$ cat src/rtl/core/greedy_two_way_partition_macros.svh
// ----------------------------------------------------------------------------
// greedy_two_way_partition_macros
// Assertion macros shared by the partitioning block.
// ----------------------------------------------------------------------------
`ifndef GREEDY_TWO_WAY_PARTITION_MACROS_SVH
`define GREEDY_TWO_WAY_PARTITION_MACROS_SVH

// A condition that must hold at every clock edge out of reset.
`define GTWP_ASSERT_ALWAYS(label, cond) \
    label: assert property (@(posedge clk) disable iff (!rst_n) (cond)) \
        else $error("gtwp invariant violated");

// A condition that must hold in the cycle after a trigger.
`define GTWP_ASSERT_NEXT(label, trig, cond) \
    label: assert property (@(posedge clk) disable iff (!rst_n) (trig) |=> (cond)) \
        else $error("gtwp sequence violated");

`endif

$ cat src/rtl/core/gtwp_pkg.sv
// ----------------------------------------------------------------------------
// gtwp_pkg
// Types and constants shared by the greedy two-way partitioning block.
// ----------------------------------------------------------------------------
`default_nettype none

package gtwp_pkg;

    // Width of one weight on the input stream and in the store.
    localparam int WEIGHT_BITS = 16;

    // Default number of weights that the store holds.
    localparam int MAX_ITEMS_DEF = 64;

    // Width of the difference field and of the padded output data bus.
    localparam int DIFF_BITS   = 22;
    localparam int OUT_TDATA_W = 24;

    // Sequencer states.
    typedef enum logic [2:0] {
        ST_IDLE,
        ST_INS_RD,
        ST_INS_CMP,
        ST_DEAL_RD,
        ST_DEAL_UPD,
        ST_FINISH
    } state_t;

endpackage

`default_nettype wire

$ cat src/rtl/core/greedy_two_way_partition.sv
// A weight is taken in ST_IDLE only; s_tready stays low while it is inserted, each
// shifted stored entry taking an ST_INS_RD and an ST_INS_CMP step, and the weight is
// written in ST_INS_CMP, or in ST_INS_RD when it lands in the first entry. A set is then
// dealt one weight at a time (ST_DEAL_RD, ST_DEAL_UPD) and ST_FINISH posts the result.
// The result waits in an output register while the next set is already loaded.
// Reset (rst_n, asynchronous, active low) empties the set; store contents stay undefined.
// ----------------------------------------------------------------------------
// greedy_two_way_partition
// Sorts incoming weights in descending order and deals them greedily into two
// bins, then reports the absolute difference of the bin sums once per set.
// ----------------------------------------------------------------------------
`default_nettype none
`include "greedy_two_way_partition_macros.svh"

module greedy_two_way_partition #(
    parameter int MAX_ITEMS = gtwp_pkg::MAX_ITEMS_DEF
) (
    input  wire logic                               clk,
    input  wire logic                               rst_n,
    // s_tdata: weight [15:0]
    input  wire logic [gtwp_pkg::WEIGHT_BITS-1:0]   s_tdata,
    input  wire logic                               s_tlast,
    input  wire logic                               s_tvalid,
    output logic                                    s_tready,
    // m_tdata: difference [21:0], zero padding [23:22]
    output logic      [gtwp_pkg::OUT_TDATA_W-1:0]   m_tdata,
    // m_tuser: overflowed [0]
    output logic                                    m_tuser,
    output logic                                    m_tvalid,
    input  wire logic                               m_tready
);

    localparam int WB     = gtwp_pkg::WEIGHT_BITS;
    localparam int ADDR_W = $clog2(MAX_ITEMS);
    localparam int CNT_W  = $clog2(MAX_ITEMS + 1);
    localparam int PAD_W  = gtwp_pkg::OUT_TDATA_W - gtwp_pkg::DIFF_BITS;

    gtwp_pkg::state_t state_reg, state_next;

    logic [WB-1:0]    w_reg, w_next;
    logic             last_reg, last_next;
    logic [CNT_W-1:0] pos_reg, pos_next;
    logic [CNT_W-1:0] count_reg, count_next;
    logic [CNT_W-1:0] k_reg, k_next;
    logic [WB-1:0]    diff_reg, diff_next;
    logic             dropped_reg, dropped_next;
    logic             out_valid_reg, out_valid_next;
    logic [gtwp_pkg::DIFF_BITS-1:0] out_diff_reg, out_diff_next;
    logic             out_ovf_reg, out_ovf_next;

    logic              ram_we;
    logic [ADDR_W-1:0] ram_waddr;
    logic [WB-1:0]     ram_wdata;
    logic [ADDR_W-1:0] ram_raddr;
    logic [WB-1:0]     ram_rdata;

    logic             in_xfer;
    logic             out_xfer;
    logic             store_full;
    logic             shift_up;
    logic             out_free;
    logic [WB-1:0]    abs_diff;
    logic [CNT_W-1:0] k_inc;

    assign in_xfer    = s_tvalid && s_tready;
    assign out_xfer   = out_valid_reg && m_tready;
    assign store_full = (count_reg == CNT_W'(MAX_ITEMS));
    assign shift_up   = (ram_rdata < w_reg);
    assign out_free   = !out_valid_reg || m_tready;
    assign k_inc      = k_reg + CNT_W'(1);

    // Absolute difference of the running imbalance and one weight.
    assign abs_diff = (diff_reg >= ram_rdata) ? (diff_reg - ram_rdata)
                                              : (ram_rdata - diff_reg);

    // Sort store.
    gtwp_ram #(
        .DATA_W (WB),
        .DEPTH  (MAX_ITEMS)
    ) u_store (
        .clk   (clk),
        .we    (ram_we),
        .waddr (ram_waddr),
        .wdata (ram_wdata),
        .raddr (ram_raddr),
        .rdata (ram_rdata)
    );

    // Next state.
    always_comb
    begin
        state_next = state_reg;
        case (state_reg)
            gtwp_pkg::ST_IDLE:
            begin
                if (in_xfer)
                begin
                    if (!store_full)
                        state_next = gtwp_pkg::ST_INS_RD;
                    else if (s_tlast)
                        state_next = gtwp_pkg::ST_DEAL_RD;
                end
            end
            gtwp_pkg::ST_INS_RD:
            begin
                if (pos_reg == '0)
                    state_next = last_reg ? gtwp_pkg::ST_DEAL_RD : gtwp_pkg::ST_IDLE;
                else
                    state_next = gtwp_pkg::ST_INS_CMP;
            end
            gtwp_pkg::ST_INS_CMP:
            begin
                if (shift_up)
                    state_next = gtwp_pkg::ST_INS_RD;
                else
                    state_next = last_reg ? gtwp_pkg::ST_DEAL_RD : gtwp_pkg::ST_IDLE;
            end
            gtwp_pkg::ST_DEAL_RD:
            begin
                state_next = gtwp_pkg::ST_DEAL_UPD;
            end
            gtwp_pkg::ST_DEAL_UPD:
            begin
                state_next = (k_inc == count_reg) ? gtwp_pkg::ST_FINISH
                                                  : gtwp_pkg::ST_DEAL_RD;
            end
            gtwp_pkg::ST_FINISH:
            begin
                if (out_free)
                    state_next = gtwp_pkg::ST_IDLE;
            end
            default:
            begin
                state_next = gtwp_pkg::ST_IDLE;
            end
        endcase
    end

    // Handshake and memory controls.
    always_comb
    begin
        s_tready  = 1'b0;
        ram_we    = 1'b0;
        ram_waddr = pos_reg[ADDR_W-1:0];
        ram_wdata = w_reg;
        ram_raddr = k_reg[ADDR_W-1:0];
        case (state_reg)
            gtwp_pkg::ST_IDLE:
            begin
                s_tready = 1'b1;
            end
            gtwp_pkg::ST_INS_RD:
            begin
                ram_we    = (pos_reg == '0);
                ram_raddr = ADDR_W'(pos_reg - CNT_W'(1));
            end
            gtwp_pkg::ST_INS_CMP:
            begin
                ram_we    = 1'b1;
                ram_wdata = shift_up ? ram_rdata : w_reg;
            end
            default:
            begin
            end
        endcase
    end

    // Datapath updates.
    always_comb
    begin
        w_next         = w_reg;
        last_next      = last_reg;
        pos_next       = pos_reg;
        count_next     = count_reg;
        k_next         = k_reg;
        diff_next      = diff_reg;
        dropped_next   = dropped_reg;
        out_valid_next = out_xfer ? 1'b0 : out_valid_reg;
        out_diff_next  = out_diff_reg;
        out_ovf_next   = out_ovf_reg;
        case (state_reg)
            gtwp_pkg::ST_IDLE:
            begin
                if (in_xfer)
                begin
                    w_next    = s_tdata;
                    last_next = s_tlast;
                    pos_next  = count_reg;
                    if (store_full)
                        dropped_next = 1'b1;
                end
            end
            gtwp_pkg::ST_INS_RD:
            begin
                if (pos_reg == '0)
                    count_next = count_reg + CNT_W'(1);
            end
            gtwp_pkg::ST_INS_CMP:
            begin
                if (shift_up)
                    pos_next = pos_reg - CNT_W'(1);
                else
                    count_next = count_reg + CNT_W'(1);
            end
            gtwp_pkg::ST_DEAL_UPD:
            begin
                // The next weight goes to the lighter bin, so the imbalance
                // becomes the distance between it and the weight.
                diff_next = abs_diff;
                k_next    = k_inc;
            end
            gtwp_pkg::ST_FINISH:
            begin
                if (out_free)
                begin
                    out_valid_next = 1'b1;
                    out_diff_next  = gtwp_pkg::DIFF_BITS'(diff_reg);
                    out_ovf_next   = dropped_reg;
                    count_next     = '0;
                    k_next         = '0;
                    diff_next      = '0;
                    dropped_next   = 1'b0;
                end
            end
            default:
            begin
            end
        endcase
    end

    // Control registers.
    always_ff @(posedge clk or negedge rst_n)
    begin
        if (!rst_n)
        begin
            state_reg     <= gtwp_pkg::ST_IDLE;
            count_reg     <= '0;
            k_reg         <= '0;
            diff_reg      <= '0;
            dropped_reg   <= 1'b0;
            out_valid_reg <= 1'b0;
        end
        else
        begin
            state_reg     <= state_next;
            count_reg     <= count_next;
            k_reg         <= k_next;
            diff_reg      <= diff_next;
            dropped_reg   <= dropped_next;
            out_valid_reg <= out_valid_next;
        end
    end

    // Payload registers.
    always_ff @(posedge clk)
    begin
        w_reg        <= w_next;
        last_reg     <= last_next;
        pos_reg      <= pos_next;
        out_diff_reg <= out_diff_next;
        out_ovf_reg  <= out_ovf_next;
    end

    assign m_tvalid = out_valid_reg;
    assign m_tdata  = {{PAD_W{1'b0}}, out_diff_reg};
    assign m_tuser  = out_ovf_reg;

    // Checks on the sequencer.
    `GTWP_ASSERT_ALWAYS(a_count_bound, count_reg <= CNT_W'(MAX_ITEMS))
    `GTWP_ASSERT_ALWAYS(a_pos_bound,
        (state_reg != gtwp_pkg::ST_INS_CMP) || (pos_reg != '0 && pos_reg <= count_reg))
    `GTWP_ASSERT_NEXT(a_set_cleared,
        state_reg == gtwp_pkg::ST_FINISH && out_free,
        count_reg == '0 && !dropped_reg && m_tvalid)

endmodule

`default_nettype wire

$ cat src/rtl/core/gtwp_ram.sv
// ----------------------------------------------------------------------------
// gtwp_ram
// Generic memory with one write port and one registered read port.
// ----------------------------------------------------------------------------
`default_nettype none

module gtwp_ram #(
    parameter int DATA_W = 16,
    parameter int DEPTH  = 64
) (
    input  wire logic                     clk,
    input  wire logic                     we,
    input  wire logic [$clog2(DEPTH)-1:0] waddr,
    input  wire logic [DATA_W-1:0]        wdata,
    input  wire logic [$clog2(DEPTH)-1:0] raddr,
    output logic      [DATA_W-1:0]        rdata
);

    logic [DATA_W-1:0] mem_reg [DEPTH];
    logic [DATA_W-1:0] rdata_reg;

    // Write port and registered read port.
    always_ff @(posedge clk)
    begin
        if (we)
        begin
            mem_reg[waddr] <= wdata;
        end
        rdata_reg <= mem_reg[raddr];
    end

    assign rdata = rdata_reg;

endmodule

`default_nettype wire
$ cat config.mk
export PLATFORM = sky130hd
export DESIGN_NAME = greedy_two_way_partition
export DESIGN_NICKNAME = d
export VERILOG_FILES = /design/src/rtl/core/gtwp_pkg.sv /design/src/rtl/core/greedy_two_way_partition.sv /design/src/rtl/core/gtwp_ram.sv
export VERILOG_INCLUDE_DIRS = /design/src /design/src/rtl/core
export SDC_FILE = /design/constraint.sdc
export NUM_CORES = 2
export LEC_CHECK = 0
export ABC_AREA = 1
export BUFFER_PORTS_ARGS = -buffer_cell sky130_fd_sc_hd__buf_2
export CAP_MARGIN = 20
export CORE_MARGIN = 2
export CORE_UTILIZATION = 45
export CTS_BUF_LIST = sky130_fd_sc_hd__clkbuf_2 sky130_fd_sc_hd__clkbuf_4 sky130_fd_sc_hd__clkbuf_8
export CTS_CLUSTER_DIAMETER = 50
export DETAILED_ROUTE_END_ITERATION = 8
export HOLD_SLACK_MARGIN = 0.03
export MAX_ROUTING_LAYER = met4
export PLACE_DENSITY = 0.63
export SYNTH_ARGS = -nofsm -noshare
export SYNTH_HDL_FRONTEND = slang
export SYNTH_SLANG_ARGS = --single-unit
$ cat constraint.sdc
create_clock -name clk -period 12.26 [get_ports clk]
set_clock_uncertainty 0.2 [all_clocks]
set_input_delay 2.452 -clock clk [delete_from_list [all_inputs] [get_ports clk]]
set_output_delay 2.452 -clock clk [all_outputs]
set_load 0.01 [all_outputs]
==> impl_metrics.toml <==
[status]
status = "finished, final reports clean"

[floorplanning]
coreArea_mm2 = 0.111
die_area_mm2 = 0.115
initial_core_util_pct = 45.5
die_width_um = 339
dieHeight_um = 339
ios = 48
rows = 122

[clocking]
cts_max_level = 4
ctsHoldBuffers = 0
clkSinkCount = 1116
cts_buffers = 184
clock_latency_ns = 0.87
cts_resized = 0
cts_tree = "built"
cts.clk_slew.worst_paths_ns = 0.06
root_buffer = "clkbuf_8"
clk_path_buf_depth = 3
post_cts.repair.setup_buffers = 0

[setup_path]
rr_startpoint = "state_reg[0]"
cpPeakStageDelay_ns = 0.87
cpMostUsedCell = "nand3_1"
r2r_slack_ns = 6.92
endpoint_kind = "register"
cp-start-kind = "register"
worst_path_max_delay_cell = "buf_4"
worstPathMaxFanout = 90
cp.arrival_ns = 5.86
critPathRequiredTime_ns = 12.79
worstSetupPathType = "reg -> reg"
crit_chain = "nand3_2 -> nand2_1 -> nand2_4 -> buf_4 -> buf_4 -> buf_4 -> nand2_1 -> nand3_1 -> nand3_1 -> nand3_1 -> nand3_1 -> nand3_1 -> nand2_1"
r2r_cells = 13
timing.rr.end = "u_store.rdata[9]"

[worst_hold_path]
holdPathStages = 0
hold_class = "reg -> reg"
worstHoldEndpoint = "out_diff_reg[8]"
hp-start = "diff_reg[8]"

[place]
hpwl_mm = 79.1
port_buffers = 39
gp_congestion = 0.926
place_inst = 6404

[drt]
drtIter0Drc = 3967
wl_per_cell_um = 21.0
vias = 35358
final_antenna_net_count = 0
drt-vias-per-instance = 5.25
routed_wl_mm = 142
drc = 0
drt_first_pass_iters = 6

[timing]
period_minus_slack_ns = 5.34
setup_tns_ns = 0
hold_viol_final = 0
post-route-period-util_pct = 43.5
slew_headroom_pct = 13.7
tightestPinTransition_ns = 1.29
fin_hold_ws_ns = 0.286
report.final.slew_viol_count = 0
finalSetupViolCount = 0
clock.fmax_mhz = 187
rsz0062_at_grt = "false"

[synth]
post_synth_num_cell_types = 36
yosysSeqAreaShare_pct = 65.7
synth_edf_count = 1065
ys_ff_latch = 1116
async_reset_ff_share_pct = 3.14
yosys_warnings = 0
synth_area_per_cell_um2 = 10.1
netlist_area_mm2 = 0.0505
synth_top_flop_cell = "edfxtp_1"
synth_cells = 5008

[final_layout]
largest_reg_flops = 1024
nets = 5175
layoutNonFillerInstCount = 6735
area_growth_pct = 11.0
final_util_pct = 50.5
drive_gt1_share_pct = 9.38

[power_and_ir_drop]
finalPower_uw = 15600
p_per_area_mw_per_mm2 = 278
p_leak_uw = 0.0235
peakVddDrop_uv = 355

[grt]
grt_pass1_vias = 33817
antenna_found_initial = 3
grt_usage_pct = 25.2
grt_start_max_net_pins = 205
grt_pass1_wl_mm = 212
grt-ovfl-total = 0

[flow_run]
maxCapViolCount = 0
[power breakdown]
group,internal (uW),switching [uW]
logic,1870,5530
clock network,1710,1490
registers,4820,200
[final cells by class]
type	instances	area [um^2]
Fill cell	9843	54900
Sequential cell	1116	33200
Multi-Input combinational cell	2750	13000
Inverter	895	3360
Clock buffer	263	3180
Tap cell	1488	1860
Timing Repair Buffer	155	1090
Clock inverter	66	405
Antenna cell	2	5.00
[worst max-delay path by stage]
stage	startpoint	end	slack [ns]	cells after the start
2_1_floorplan	w_reg[5]	u_store.mem_reg[0][0]	7.31	10
6_report	state_reg[0]	u_store.rdata[9]	6.92	13
5_1_grt	state_reg[0]	u_store.rdata[9]	6.65	13
3_5_place_dp	state_reg[0]	u_store.rdata[9]	7.00	13
3_3_place_gp	state_reg[0]	u_store.rdata[9]	7.05	13
4_1_cts	state_reg[0]	u_store.rdata[9]	6.97	13
[cell usage after synthesis (21+ instances only)]
| cell | number | area share, % |
|---|---|---|
| a21oi_1 | 37 | 0.37 |
| buf_2 | 171 | 1.7 |
| buf_4 | 23 | 0.34 |
| clkbuf_1 | 51 | 0.38 |
| dfrtp_1 | 35 | 1.7 |
| edfxtp_1 | 1065 | 63 |
| ha_1 | 50 | 1.2 |
| inv_1 | 887 | 6.6 |
| nand2_1 | 1320 | 9.8 |
| nand3_1 | 957 | 9.5 |
| nand3b_1 | 82 | 1.2 |
| nor2_1 | 125 | 0.93 |
| o21ai_0 | 78 | 0.77 |
| xor2_1 | 21 | 0.36 |
[cell families after synthesis]
family                   count (synthesis)  synth area share, %
AO/OA/AOI/OAI                          139                 1.47
XOR/XNOR                                28                0.485
adder cells (fa/ha/maj)                 52                 1.32
buffers and inverters                 1149                 9.15
flip-flops                            1116                 65.7
other                                    1              0.00742
AND/OR/NAND/NOR                       2523                 21.9
[worst max-delay path, delay by kind of cell (launching register included)]
kind	cells	cell delay, ns
buf+inv	3	2.26
flops	1	0.48
simple gates	10	2.11
[cells in the final DEF, fill, tap and decap left out, drive strengths merged, types with 21 or more instances in the layout]
cell type	netlist	final
nand3	958	958
clkbuf	54	263
o21ai	84	84
xor2	21	21
clkinv	1	57
buf	200	155
nand3b	82	82
nand2	1324	1324
inv	894	898
edfxtp	1065	1065
dfrtp	35	35
nor2	125	125
a21oi	37	37
ha	50	50
[through the flow]
stage	area [um^2]	worst slack, ns
CTS	56100	6.97
global placement	52500	7.05
detailed placement	52500	7.00
global route	56100	6.65
finish	56100	6.92
floorplan	50600	7.31
[per-layer routing]
layer,track usage [%],up-vias,part of all wire [%]
li1,-,16587,-
met1,33.7,16964,41
met2,38.5,1527,46
met3,4.29,280,8.4
met4,10.1,0,3.6
met5,-,-,0
No activity file was read; power rests on OpenSTA's default activity.
